### src/hdl/hse_pkg.sv
// Package for the Huffman symbol encoder: entry and command types, the
// sequencer state type and the character-to-symbol mapping.
// Used by all modules of the block; depends on nothing.
package hse_pkg;

  localparam int CODE_W = 64;
  localparam int SIZE_W = 7;
  localparam int BYTE_W = 8;
  localparam int SYM_W  = 7;

  localparam logic [SYM_W-1:0] SYM_UPPER_BASE = 7'd26;
  localparam logic [SYM_W-1:0] SYM_DIGIT_BASE = 7'd52;
  localparam logic [SYM_W-1:0] SYM_UNDERSCORE = 7'd62;
  localparam logic [SYM_W-1:0] SYM_LBRACE     = 7'd63;
  localparam logic [SYM_W-1:0] SYM_RBRACE     = 7'd64;

  typedef enum logic [1:0] {
    ACT_WRITE  = 2'd0,
    ACT_ENCODE = 2'd1,
    ACT_FLUSH  = 2'd2
  } action_e;

  typedef enum logic [1:0] {
    ST_IDLE,
    ST_LOAD,
    ST_SHIFT
  } state_e;

  typedef struct packed {
    logic [CODE_W-1:0] code;
    logic [SIZE_W-1:0] size;
  } entry_t;

  // Commands handed to the sequencer when a request is accepted.
  typedef struct packed {
    logic encode;
    logic flush;
  } cmd_t;

  typedef struct packed {
    logic             hit;
    logic [SYM_W-1:0] sym;
  } sym_t;

  function automatic sym_t char_to_symbol(input logic [7:0] c);
    sym_t r;
    logic [7:0] off;
    r   = '0;
    off = '0;
    if (c >= 8'h61 && c <= 8'h7a) begin
      off   = c - 8'h61;
      r.hit = 1'b1;
      r.sym = off[SYM_W-1:0];
    end else if (c >= 8'h41 && c <= 8'h5a) begin
      off   = c - 8'h41;
      r.hit = 1'b1;
      r.sym = off[SYM_W-1:0] + SYM_UPPER_BASE;
    end else if (c >= 8'h30 && c <= 8'h39) begin
      off   = c - 8'h30;
      r.hit = 1'b1;
      r.sym = off[SYM_W-1:0] + SYM_DIGIT_BASE;
    end else if (c == 8'h5f) begin
      r.hit = 1'b1;
      r.sym = SYM_UNDERSCORE;
    end else if (c == 8'h7b) begin
      r.hit = 1'b1;
      r.sym = SYM_LBRACE;
    end else if (c == 8'h7d) begin
      r.hit = 1'b1;
      r.sym = SYM_RBRACE;
    end
    return r;
  endfunction

endpackage

### src/hdl/hse_ctrl.sv
// Sequencer and shared shift unit of the bit packer, with the output register.
// Moves up to one byte of code bits into the accumulator per unstalled cycle.
// Depends on hse_pkg.
module hse_ctrl
  import hse_pkg::*;
(
  input  logic              clk_i,
  input  logic              rst_ni,
  input  cmd_t              cmd_i,
  input  entry_t            entry_i,
  output logic              busy_o,
  output logic              out_valid_o,
  input  logic              out_stall_i,
  output logic [BYTE_W-1:0] out_byte_o,
  output logic              last_of_run_o
);

  state_e            state_q, state_d;
  logic [SIZE_W-1:0] rem_q, rem_d;
  logic [6:0]        acc_q, acc_d;
  logic [2:0]        cnt_q, cnt_d;
  logic              out_valid_q, out_valid_d;
  logic [BYTE_W-1:0] out_byte_q, out_byte_d;
  logic              last_q, last_d;

  logic              out_free;
  logic [3:0]        space;
  logic [3:0]        take;
  logic [SIZE_W-1:0] shamt;
  logic [CODE_W-1:0] shifted;
  logic [8:0]        mask_w;
  logic [BYTE_W-1:0] chunk;
  logic [15:0]       acc_w;
  logic [BYTE_W-1:0] new_acc;
  logic [3:0]        new_cnt;
  logic [SIZE_W-1:0] rem_next;
  logic [15:0]       flush_w;

  assign out_free = !out_valid_q || !out_stall_i;

  // Shared shift unit: take as many leading code bits as fit in the
  // partial byte and append them below the pending bits.
  always_comb begin
    space    = 4'd8 - {1'b0, cnt_q};
    take     = (rem_q < {3'b000, space}) ? rem_q[3:0] : space;
    shamt    = rem_q - {3'b000, take};
    shifted  = entry_i.code >> shamt;
    mask_w   = (9'd1 << take) - 9'd1;
    chunk    = shifted[BYTE_W-1:0] & mask_w[BYTE_W-1:0];
    acc_w    = {9'b0, acc_q} << take;
    new_acc  = acc_w[BYTE_W-1:0] | chunk;
    new_cnt  = {1'b0, cnt_q} + take;
    rem_next = shamt;
    flush_w  = {9'b0, acc_q} << space;
  end

  always_comb begin
    state_d     = state_q;
    rem_d       = rem_q;
    acc_d       = acc_q;
    cnt_d       = cnt_q;
    out_valid_d = out_valid_q && out_stall_i;
    out_byte_d  = out_byte_q;
    last_d      = last_q;

    unique case (state_q)
      ST_IDLE: begin
        if (cmd_i.encode) begin
          state_d = ST_LOAD;
        end else if (cmd_i.flush && cnt_q != 3'd0) begin
          // The top level only accepts a flush when the output slot is free.
          out_valid_d = 1'b1;
          out_byte_d  = flush_w[BYTE_W-1:0];
          last_d      = 1'b1;
          acc_d       = '0;
          cnt_d       = '0;
        end
      end
      ST_LOAD: begin
        rem_d   = entry_i.size;
        state_d = (entry_i.size == '0) ? ST_IDLE : ST_SHIFT;
      end
      ST_SHIFT: begin
        if (out_free) begin
          rem_d = rem_next;
          if (new_cnt == 4'd8) begin
            out_valid_d = 1'b1;
            out_byte_d  = new_acc;
            // No further byte follows unless a full byte of code remains.
            last_d      = rem_next < SIZE_W'(BYTE_W);
            acc_d       = '0;
            cnt_d       = '0;
          end else begin
            acc_d = new_acc[6:0];
            cnt_d = new_cnt[2:0];
          end
          if (rem_next == '0) begin
            state_d = ST_IDLE;
          end
        end
      end
      default: state_d = ST_IDLE;
    endcase
  end

  always_ff @(posedge clk_i or negedge rst_ni) begin
    if (!rst_ni) begin
      state_q     <= ST_IDLE;
      rem_q       <= '0;
      acc_q       <= '0;
      cnt_q       <= '0;
      out_valid_q <= 1'b0;
    end else begin
      state_q     <= state_d;
      rem_q       <= rem_d;
      acc_q       <= acc_d;
      cnt_q       <= cnt_d;
      out_valid_q <= out_valid_d;
    end
  end

  always_ff @(posedge clk_i) begin
    out_byte_q <= out_byte_d;
    last_q     <= last_d;
  end

  assign busy_o        = state_q != ST_IDLE;
  assign out_valid_o   = out_valid_q;
  assign out_byte_o    = out_byte_q;
  assign last_of_run_o = last_q;

endmodule

### config.mk
export PLATFORM = sky130hd
export DESIGN_NAME = hse_ctrl
export DESIGN_NICKNAME = d
export VERILOG_FILES = /design/src/hdl/hse_pkg.sv /design/src/hdl/hse_ctrl.sv
export SDC_FILE = /design/constraint.sdc
export NUM_CORES = 1
export LEC_CHECK = 0
export BUFFER_PORTS_ARGS = -buffer_cell sky130_fd_sc_hd__buf_4
export CAP_MARGIN = 20
export CORE_UTILIZATION = 54
export DETAILED_ROUTE_END_ITERATION = 10
export PLACE_DENSITY = 0.85
export SYNTH_ARGS = -nofsm -noshare
export SYNTH_HDL_FRONTEND = slang
export SYNTH_SLANG_ARGS = --single-unit
### constraint.sdc
create_clock -name clk_i -period 5.6 [get_ports clk_i]
set_clock_uncertainty 0.1 [all_clocks]
set_input_delay 0.56 -clock clk_i [delete_from_list [all_inputs] [get_ports clk_i]]
set_output_delay 0.56 -clock clk_i [all_outputs]
set_load 0.02 [all_outputs]
**Word-level counts from Yosys, hierarchy flattened**

Index checks and enable logic that the tools add are counted.

- Logic and storage cells: 77
- Register bits: 29
- Output and inout port bits: 11
- Bits of input ports: 76

- Bitwise gates (word level): 2
- Multiplexer cells: 33
- Add/sub/neg operators: 4
- Reduce and logical (&&, ||, !) cells: 16
- Eq/ne operators: 9
- $lt $le $gt $ge: 2
- Shift operators: 4

Operator list:

| kind | number |
|---|---|
| 64-bit by 7-bit >> shifter with 8-bit output | 1 |
| 7-bit two-way mux | 5 |
| 8-bit two-way mux | 4 |
| 7-bit one-hot mux with 2 select lines | 2 |
| 8-bit one-hot mux with 2 select lines | 1 |
| 7-bit by 4-bit left shift with 8-bit output | 2 |
| 7-bit zero test | 2 |
| 3-bit two-way mux | 4 |
| 2-bit != test, second input constant | 6 |
| 8-bit bitwise AND | 1 |
| 1-bit two-way mux | 8 |
| 2-bit two-way mux | 4 |
| 8-bit OR | 1 |
| 1-bit by 4-bit left shift with 8-bit output, first input constant | 1 |
| 8-bit by 1-bit subtractor with 8-bit output, second input constant | 1 |
| 7-bit by 4-bit less-than comparator with 1-bit output | 1 |
| 7-bit by 4-bit less-than comparator with 1-bit output, second input constant | 1 |
| 7-bit by 4-bit subtractor with 7-bit output | 1 |
| 2-bit one-hot mux with 3 select lines | 1 |
| 3-bit one-hot mux with 2 select lines | 1 |
| 2-bit nonzero test | 3 |
| 5-bit AND reduction | 1 |
| 3-bit by 4-bit adder with 4-bit output | 1 |
| 4-bit == test, second input constant | 1 |
| 13 further kinds | 16 |

**Longest topological paths before layout**

Gate-level depths: netlist of run 1.

- Depth after elaboration: 10
- Depth in mapped cells: 25
- Mapped depth without buffers: 20

**Worst setup path after synthesis of run 1**

OpenSTA, ideal clock, no wires.

- Path type: register to register
- From: reg cnt_q[0]
- To: reg out_byte_q[6], in the netlist out_byte_o[6], data pin
- Slack: 0.095 ns
- Arrival time: 5.140 ns
- Clock period less this slack: 5.505 ns
- Required time: 5.235 ns
- Setup time: 0.265 ns
- Buffers on the path: 4
- Stages on the path, launching flop included: 25
- Cells stage by stage: dfrtp_1 clkbuf_1 inv_1 ha_1 ha_1 clkbuf_1 nand2b_1 o211ai_1 o21ai_2 mux2i_4 inv_2 ha_1 inv_1 ha_1 buf_2 buf_2 mux2i_1 mux2i_1 o21ai_0 a21oi_1 a2111o_1 o221ai_1 o311ai_0 a31oi_1 o21ai_0

- Word-level cells in the longest chain between the ends: 10
- Elaborated cells on any way between the ends: 16
- Classes of those cells: add/sub: 3; order compare: 1; shift: 4; mux: 6; bitwise: 2

RTL lines:

| element | line | RTL |
|---|---|---|
| start: declaration | hse_ctrl.sv:21 | `logic [2:0] cnt_q, cnt_d;` |
| start signal: assignment | hse_ctrl.sv:117 | `cnt_q <= cnt_d;` |
| 4-bit by 3-bit subtractor with 4-bit output * | hse_ctrl.sv:44 | `space = 4'd8 - {1'b0, cnt_q};` |
| 7-bit by 4-bit less-than comparator with 1-bit output | hse_ctrl.sv:45 | `take = (rem_q < {3'b000, space}) ? rem_q[3:0] : space;` |
| 4-bit two-way mux | hse_ctrl.sv:45 |  |
| 7-bit by 4-bit subtractor with 7-bit output / 1-bit by 4-bit left shift with 8-bit output (equally long branches) | hse_ctrl.sv:46, hse_ctrl.sv:48 |  |
| 64-bit by 7-bit >> shifter with 8-bit output / 8-bit by 1-bit subtractor with 8-bit output (equally long branches) | hse_ctrl.sv:47, hse_ctrl.sv:48 |  |
| 8-bit bitwise AND | hse_ctrl.sv:49 | `chunk = shifted[BYTE_W-1:0] & mask_w[BYTE_W-1:0];` |
| 8-bit OR | hse_ctrl.sv:51 | `new_acc = acc_w[BYTE_W-1:0] \| chunk;` |
| 8-bit two-way mux | hse_ctrl.sv:86 | `if (new_cnt == 4'd8) begin` |
| 8-bit two-way mux | hse_ctrl.sv:84 | `if (out_free) begin` |
| 8-bit one-hot mux with 2 select lines * | hse_ctrl.sv:66 | `unique case (state_q)` |
| named net out_byte_d[6] | hse_ctrl.sv:23 | `logic [BYTE_W-1:0] out_byte_q, out_byte_d;` |
| end signal: assignment | hse_ctrl.sv:123 | `out_byte_q <= out_byte_d;` |
| end: declaration | hse_ctrl.sv:23 |  |

The timed path passes the listed nets; every way through them passes the cells marked *. The select of a mux whose other input is x is not followed.
A chain may end at the register's enable or synchronous reset.

**Worst setup path after layout of run 1**

- From: reg cnt_q[1]
- To: reg out_byte_q[4], in the netlist out_byte_o[4], data pin

The elaborated chain is that of the path after synthesis.

==> results.sh, run 1 <==
export IMPL_io_pins=87
export IMPL_die_width_microns=103
export IMPL_syn2layout_area_growth_pct=17.4
export IMPL_post_route_drc_count=0
export IMPL_maxCapViolations=0
export IMPL_setup_slack_ns=0.0877
export IMPL_initialDrtViolationCount=555
export IMPL_syn_area_per_cell_sq_um=7.64
export IMPL_placed_area_sq_um=6310
export IMPL_clock_sinks=29
export IMPL_async_flop_share=0.690
export IMPL_cts_hold_buf=0
export IMPL_fin_area_sq_um=6410
export IMPL_dp_slack_ns=0.177
export IMPL_first_pass_iters=5
export IMPL_cts_htree_levels=2
export IMPL_hold_viol=0
export IMPL_drv_slew=0
export IMPL_ys_seq_area_frac=0.141
export IMPL_via_count=6253
export IMPL_grt_pass1_wl_mm=30.5
export IMPL_gr_total_overflow=0
export IMPL_tightestPinTransition_ns=0.872
export IMPL_crit_required_ns=5.59
export IMPL_hpwl_mm=15.8
export IMPL_chipHeight_microns=103
export IMPL_synthFlopType="dfrtp_1"
export IMPL_path_clk_slew_ns=0.07
export IMPL_synth_seq_cells=29
export IMPL_antenna_found_initial=0
export IMPL_cts_buffers=5
export IMPL_ant_nets=0
export IMPL_diodes=0
export IMPL_cp_start_kind="register"
export IMPL_ff2ff_setup_slack_ns=0.09
export IMPL_worstPathArrival_ns=5.50
export IMPL_drt_total_wl_mm=19.9
export IMPL_fmaxAchievable_ghz=0.181
export IMPL_synth_nets=801
export IMPL_cp_end_kind="register"
export IMPL_synth_cell_types=83
export IMPL_dp_cells=914
export IMPL_fin_nets=875
export IMPL_track_usage=0.378
export IMPL_worstSetupPathType="reg2reg"
export IMPL_status="finished clean"
export IMPL_clk_insertion_delay_late_ns=0.29
export IMPL_core_sq_um=9770
export IMPL_io_buffers=86
export IMPL_first_global_vias=5901
export IMPL_cts_tree="built"
export IMPL_yosysTopAreaCell="mux2i_1"
export IMPL_drive_gt1_frac=0.242
export IMPL_synth_area_leaders="mux2i_1, dfrtp_1, nand2_1"
export IMPL_min_path_type="in2async"
export IMPL_viasPerCell=6.78
export IMPL_gp_congestion=1.00
export IMPL_yosysWarnings=0
export IMPL_syn_instance_count=714
export IMPL_wl_per_cell_microns=21.6
export IMPL_grt_max_degree=44
export IMPL_instances_no_fill=922
export IMPL_rsz0062_at_grt="true"
export IMPL_rows=36
export IMPL_finalCriticalPeriod_ns=5.51
export IMPL_max_slew_margin_rel=0.419
export IMPL_layout_common_cells="buf_4, mux2i_1, nand2_1"
export IMPL_reg2regPathDepth=20
export IMPL_syn_area_sq_um=5460
export IMPL_die_area_sq_um=10500
export IMPL_final_common_cell="buf_4"
export IMPL_crit_fanout=13
export IMPL_finalCritPeriodShare=0.984
export IMPL_cts_setup_buffers=0
export IMPL_finalSetupViolCount=0
export IMPL_cts_buffer_depth=2
export IMPL_cts_root_buf="clkbuf_8"
export IMPL_yosys_area_top_type_share=0.163
export IMPL_synth_enable_flop_cells=9
export IMPL_initial_core_util=0.558
==> cell usage after synthesis, types with 6 or more instances <==
library cell  instances
nor2b_1              10
mux2i_1              89
a31oi_1               6
o221ai_1             12
inv_1                18
a211o_1               7
nand3_1              14
o31ai_1               7
ha_1                 11
or2_2                 6
dfrtp_1              20
a21oi_1              40
clkbuf_1             26
a2111oi_0             8
nor3_1               16
o22ai_1              12
xnor2_1               7
o211ai_1             14
a211oi_1             18
nand2_1              87
mux2_2               24
edfxtp_1              9
and2_1                8
buf_2                19
o21ai_0              44
nand2b_1             10
a221oi_1              7
nor2_1               59
mux4_2                8
==> layout make-up <==
type | count | area, sq um
clock buffers | 5 | 68.8
clock inverters | 3 | 12.5
fillers | 856 | 3370
inverters | 21 | 78.8
multi-input cells | 612 | 4400
flip-flops and latches | 29 | 771
well taps | 133 | 166
repair buffers | 119 | 906
==> timing repair <==
action / 4_1_cts / 5_1_grt
hold endpoints to repair: 0 / 0
resized for setup: 0 / 4
setup endpoints to repair: 0 / 7
==> worst max-delay path: stages (launching register included) <==
cell and delay, ns:
dfrtp_1 0.44, nor3_1 0.30, inv_1 0.10, ha_1 0.51
o211ai_1 0.19, o21ai_2 0.35, mux2i_4 0.30, inv_2 0.06
ha_2 0.22, inv_1 0.13, ha_4 0.20, nand2b_1 0.14
o22ai_1 0.12, nor3_1 0.35, buf_4 0.19, o21ba_2 0.33
a211oi_1 0.13, o21a_1 0.20, a22oi_1 0.37, o21ai_0 0.28
o31ai_1 0.31
==> registers in the layout, summed over array words and instances, names as in the netlist <==
name	count
acc_q	7
state_q	2
cnt_q	3
rem_q	7
last_of_run_o	1
out_valid_o	1
out_byte_o	8
==> through the flow <==
step	hold slack, ns	util	TNS (ns)
2_1_floorplan	0.164	-	0
3_3_place_gp	0.362	0.645	0
3_5_place_dp	0.373	0.645	0
4_1_cts	0.0710	0.653	0
5_1_grt	0.0736	0.655	-0.0204
6_report	0.0620	0.655	0
==> worst paths after layout <==
path / startpoint / end
worst max register to register: cnt_q[1]$_DFFE_PN0P_ / out_byte_o[4]$_DFFE_PP_
min in group clk_i: cmd_i[1] / state_q[0]$_DFFE_PN0P_
max in group asynchronous: rst_ni / acc_q[6]$_DFFE_PN0P_
worst max-delay path: cnt_q[1]$_DFFE_PN0P_ / out_byte_o[4]$_DFFE_PP_
worst min register to register: acc_q[6]$_DFFE_PN0P_ / acc_q[6]$_DFFE_PN0P_
worst min-delay path: rst_ni / rem_q[2]$_DFFE_PN0P_
==> cells by family (layout without fill, tap and decap cells) <==
| kind of cell | Yosys count | in the layout | share of synthesized area |
|---|---|---|---|
| compound gates | 225 | 225 | 0.290 |
| buf+inv | 73 | 148 | 0.0562 |
| flops | 29 | 29 | 0.141 |
| simple gates | 239 | 239 | 0.209 |
| xor+xnor | 12 | 12 | 0.0227 |
| fa+ha+maj | 14 | 14 | 0.0310 |
| mux | 122 | 122 | 0.250 |
==> metal layers <==
layer	vias to the layer above	routed length (microns)	track usage
met3	78	1680	0.0508
li1	2881	-	-
met2	391	9240	0.614
met1	2903	8040	0.477
met4	0	933	0.223
met5	-	0	0
Power of run 1 is left out: the tool's default activity adds up to more than one toggle a clock period on the data nets, which glitch-free logic cannot reach.
==> run 2, diff against run 1 <==
--- a/config.mk
+++ b/config.mk
@@ -10,6 +10,7 @@
 export CORE_UTILIZATION = 54
 export DETAILED_ROUTE_END_ITERATION = 10
 export PLACE_DENSITY = 0.85
+export REMOVE_ABC_BUFFERS = 1
 export SYNTH_ARGS = -nofsm -noshare
 export SYNTH_HDL_FRONTEND = slang
 export SYNTH_SLANG_ARGS = --single-unit
==> results.sh, run 2 (synthesis results as in run 1) <==
export IMPL_status="finished clean"
export IMPL_finalCriticalPeriod_ns=5.29
export IMPL_cts_root_buf="clkbuf_8"
export IMPL_rows=36
export IMPL_final_common_cell="buf_4"
export IMPL_regArea_sq_um=772
export IMPL_cts_htree_levels=2
export IMPL_largest_reg_flops=8
export IMPL_hold_viol=0
export IMPL_chipHeight_microns=103
export IMPL_max_slew_margin_rel=0.423
export IMPL_gr_total_overflow=0
export IMPL_die_width_microns=103
export IMPL_syn2layout_area_growth_pct=17.1
export IMPL_r2r_start="cnt_q[0]$_DFFE_PN0P_"
export IMPL_dp_slack_ns=-0.0106
export IMPL_grt_pass1_wl_mm=29.6
export IMPL_viasPerCell=6.78
export IMPL_worstPathArrival_ns=5.21
export IMPL_io_pins=87
export IMPL_finalSetupViolCount=0
export IMPL_first_global_vias=5743
export IMPL_io_buffers=86
export IMPL_drt_total_wl_mm=18.9
export IMPL_ff2ff_setup_slack_ns=0.31
export IMPL_placed_area_sq_um=6250
export IMPL_min_path_type="in2async"
export IMPL_via_count=6210
export IMPL_crit_fanout=38
export IMPL_fill_cells=835
export IMPL_first_pass_iters=5
export IMPL_drv_slew=0
export IMPL_utilization=0.654
export IMPL_initial_core_util=0.558
export IMPL_ant_nets=0
export IMPL_cts_tree="built"
export IMPL_rsz0062_at_grt="false"
export IMPL_wl_per_cell_microns=20.7
export IMPL_cts_hold_buf=0
export IMPL_cp_start_kind="register"
export IMPL_diodes=0
export IMPL_cp_startpoint="cnt_q[0]$_DFFE_PN0P_"
export IMPL_setup_slack_ns=0.310
export IMPL_maxCapViolations=0
export IMPL_initialDrtViolationCount=606
export IMPL_finalCritPeriodShare=0.945
export IMPL_path_clk_slew_ns=0.07
export IMPL_gp_congestion=1.07
export IMPL_fmaxAchievable_ghz=0.189
export IMPL_cts_buffer_depth=2
export IMPL_post_route_drc_count=0
export IMPL_clock_sinks=29
export IMPL_layout_common_cells="buf_4, mux2i_1, nand2_1"
export IMPL_fin_nets=869
export IMPL_grt_max_degree=39
export IMPL_core_sq_um=9770
export IMPL_crit_required_ns=5.52
export IMPL_hpwl_mm=14.9
export IMPL_worstSetupPathType="reg2reg"
export IMPL_fin_area_sq_um=6390
export IMPL_clk_insertion_delay_late_ns=0.29
export IMPL_antenna_found_initial=0
export IMPL_cts_buffers=5
export IMPL_track_usage=0.361
export IMPL_tightestPinTransition_ns=0.866
export IMPL_drive_gt1_frac=0.243
export IMPL_die_area_sq_um=10500
export IMPL_multi_input_comb_area_sq_um=4420
export IMPL_cp_end_kind="register"
[run 2: cell count changes in the layout (fill, tap and decap cells not counted), sizes merged]
| cell | delta |
|---|---|
| buf | -6 |
| clkbuf | +3 |
| clkinv | -3 |
[run 2: routing by layer]
| layer | vias to the layer above | global-route usage | part of all wire |
|---|---|---|---|
| met5 | - | 0 | 0 |
| met4 | 0 | 0.178 | 0.047 |
| met3 | 61 | 0.0285 | 0.083 |
| met2 | 406 | 0.605 | 0.47 |
| met1 | 2877 | 0.468 | 0.40 |
| li1 | 2866 | - | - |
[run 2: repair_timing]
item	4_1_cts	5_1_grt
endpoints found under the setup margin	1	9
resized for setup	1	9
pin swaps	0	2
buffers inserted	0	1
endpoints found under the hold margin	0	0
[run 2: critical path: stages, from the launching register on]
cell,delay (ns)
dfrtp_2,0.42
inv_1,0.11
ha_1,0.21
ha_1,0.33
buf_4,0.18
nand3b_1,0.17
and2_4,0.20
o21ai_2,0.13
mux2i_4,0.29
inv_2,0.05
ha_2,0.22
inv_1,0.13
ha_4,0.26
buf_16,0.25
mux2i_1,0.29
mux2i_1,0.24
a221oi_1,0.34
nor2_1,0.08
o22ai_1,0.27
o22ai_1,0.16
nor4_1,0.41
o21ai_0,0.15
[run 2: area by class of cell]
cell class / count / area share
Tap cell: 133 / 0.0260
Inverter: 21 / 0.0123
Sequential cell: 29 / 0.121
Multi-Input combinational cell: 612 / 0.691
Timing Repair Buffer: 113 / 0.136
Clock buffer: 8 / 0.0141
[run 2: through the flow]
| step | setup TNS, ns | std cells | hold slack [ns] |
|---|---|---|---|
| finish | 0 | 916 | 0.0558 |
| floorplan | -13.89 | 662 | 0.164 |
| global route | 0 | 916 | 0.0713 |
| detailed placement | -0.0106 | 907 | 0.363 |
| global placement | 0 | 907 | 0.363 |
| CTS | 0 | 915 | 0.0668 |
[run 2: final timing paths]
check	to	depth (start not counted)
max	out_byte_o[1]$_DFFE_PP_	21
min	acc_q[6]$_DFFE_PN0P_	1
max reg2reg	out_byte_o[1]$_DFFE_PP_	21
min reg2reg	acc_q[6]$_DFFE_PN0P_	2
max in group asynchronous	cnt_q[0]$_DFFE_PN0P_	1
min in group clk_i	state_q[0]$_DFFE_PN0P_	3
Power of run 2 is left out for the same reason.
==> run 3, diff against run 2 <==
--- a/config.mk
+++ b/config.mk
@@ -5,6 +5,7 @@
 export SDC_FILE = /design/constraint.sdc
 export NUM_CORES = 1
 export LEC_CHECK = 0
+export ABC_AREA = 1
 export BUFFER_PORTS_ARGS = -buffer_cell sky130_fd_sc_hd__buf_4
 export CAP_MARGIN = 20
 export CORE_UTILIZATION = 54
==> results.sh, run 3 <==
export IMPL_cts_buffers=5
export IMPL_grt_pass1_wl_mm=26.1
export IMPL_syn_instance_count=1076
export IMPL_first_pass_iters=7
export IMPL_tightestPinTransition_ns=0.800
export IMPL_antenna_found_initial=0
export IMPL_viasPerCell=5.32
export IMPL_via_count=6717
export IMPL_fin_area_sq_um=6280
export IMPL_cts_setup_buffers=0
export IMPL_io_pins=87
export IMPL_r2r_start="cnt_q[0]$_DFFE_PN0P_"
export IMPL_first_global_vias=5616
export IMPL_dp_slack_ns=0.680
export IMPL_path_clk_slew_ns=0.07
export IMPL_crit_fanout=40
export IMPL_finalCriticalPeriod_ns=4.97
export IMPL_synth_area_leaders="nand2_1, o21ai_0, nand3_1"
export IMPL_finalSetupViolCount=0
export IMPL_hpwl_mm=11.8
export IMPL_final_common_cell="nand2_1"
export IMPL_worstPathArrival_ns=4.89
export IMPL_gp_congestion=1.00
export IMPL_die_width_microns=103
export IMPL_tns_ns=0
export IMPL_ant_nets=0
export IMPL_yosys_area_top_type_share=0.292
export IMPL_initialDrtViolationCount=479
export IMPL_chipHeight_microns=103
export IMPL_utilization=0.637
export IMPL_async_flop_share=0.690
export IMPL_cpMaxStageDelayCell="dfrtp_1"
export IMPL_synth_common_cells="nand2_1, o21ai_0, inv_1"
export IMPL_crit_top_cell="nand2_1"
export IMPL_core_sq_um=9860
export IMPL_rows=36
export IMPL_track_usage=0.304
export IMPL_yosysTopAreaCell="nand2_1"
export IMPL_r2r_end="out_byte_o[2]$_DFFE_PP_"
export IMPL_drt_total_wl_mm=15.5
export IMPL_gr_total_overflow=0
export IMPL_largest_reg_flops=8
export IMPL_finalCritPeriodShare=0.887
export IMPL_min_path_type="in2async"
export IMPL_reg2regPathDepth=28
export IMPL_cts_htree_levels=2
export IMPL_worstSetupPathType="reg2reg"
export IMPL_rsz0062_at_grt="false"
export IMPL_cts_resized=0
export IMPL_cts_buffer_depth=2
export IMPL_max_slew_margin_rel=0.466
export IMPL_grt_max_degree=82
export IMPL_cp_end_kind="register"
export IMPL_initial_core_util=0.563
export IMPL_placed_area_sq_um=6200
export IMPL_crit_required_ns=5.52
export IMPL_drv_slew=0
export IMPL_io_buffers=86
export IMPL_drive_gt1_frac=0.125
export IMPL_fin_nets=1215
export IMPL_yosysWarnings=0
export IMPL_synthFlopType="dfrtp_1"
export IMPL_hold_viol=0
export IMPL_status="finished clean"
export IMPL_wl_per_cell_microns=12.3
export IMPL_synth_enable_flop_cells=9
export IMPL_maxCapViolations=0
export IMPL_yosys_cell_count_top_type="nand2_1"
export IMPL_cts_root_buf="clkbuf_8"
export IMPL_cts_tree="built"
export IMPL_syn2layout_area_growth_pct=13.2
export IMPL_clk_insertion_delay_late_ns=0.28
export IMPL_synth_cell_types=45
export IMPL_ys_seq_area_frac=0.139
export IMPL_cp_start_kind="register"
export IMPL_post_route_drc_count=0
export IMPL_ff2ff_setup_slack_ns=0.63
export IMPL_synth_seq_cells=29
export IMPL_fill_cells=1037
export IMPL_fmaxAchievable_ghz=0.201
export IMPL_setup_slack_ns=0.632
export IMPL_clock_sinks=29
export IMPL_diodes=0
export IMPL_layout_common_cells="nand2_1, o21ai_0, inv_1"
export IMPL_syn_area_per_cell_sq_um=5.16
export IMPL_cts_hold_buf=0
export IMPL_slowest_delay_ns=0.60
export IMPL_syn_area_sq_um=5550
export IMPL_die_area_sq_um=10700
-- run 3: critical path, delay by kind of cell (launching register included) --
kind / cells / cell delay (ns)
compound gates: 2 / 0.17
fa+ha+maj: 3 / 0.96
simple gates: 17 / 1.92
buf+inv: 6 / 0.93
flops: 1 / 0.60
-- run 3: worst max path at each step --
stage,slack (ns),cells past startpoint,from,endpoint
floorplan,-0.61,27,cnt_q[0]$_DFFE_PN0P_,out_byte_o[1]$_DFFE_PP_
global placement,0.80,26,cnt_q[0]$_DFFE_PN0P_,out_byte_o[3]$_DFFE_PP_
detailed placement,0.68,25,cnt_q[0]$_DFFE_PN0P_,out_byte_o[7]$_DFFE_PP_
CTS,0.68,25,cnt_q[0]$_DFFE_PN0P_,out_byte_o[7]$_DFFE_PP_
global route,0.19,26,cnt_q[0]$_DFFE_PN0P_,out_byte_o[2]$_DFFE_PP_
finish,0.63,28,cnt_q[0]$_DFFE_PN0P_,out_byte_o[2]$_DFFE_PP_
-- run 3: kinds of logic (layout without fill, tap and decap cells) --
family,after synthesis,in the layout,share of synthesized area
mux,6,6,0.0110
flops,29,29,0.139
fa+ha+maj,11,11,0.0248
compound gates,182,182,0.176
xor+xnor,5,5,0.0146
buf+inv,208,261,0.151
simple gates,635,635,0.483
-- run 3: metrics by stage --
stage          hold slack (ns)  std cells
2_1_floorplan            0.164       1022
4_1_cts                 0.0645       1262
3_3_place_gp             0.364       1254
6_report                0.0553       1262
3_5_place_dp             0.364       1254
5_1_grt                 0.0628       1262
-- run 3: final cells by class --
type	instances	area, sq um	area share
Tap cell	133	166	0.0265
Timing Repair Buffer	99	743	0.118
Inverter	154	578	0.0920
Multi-Input combinational cell	839	3950	0.628
Sequential cell	29	771	0.123
Clock buffer	8	80.1	0.0127
-- run 3: layer usage --
layer  share of wire  GRT usage  vias to the layer above
li1                -          -                     3519
met4           0.013     0.0498                        0
met1            0.47      0.457                     2890
met3           0.096     0.0410                       25
met2            0.42      0.465                      283
met5               0          0                        -
Power of run 3 is left out for the same reason.
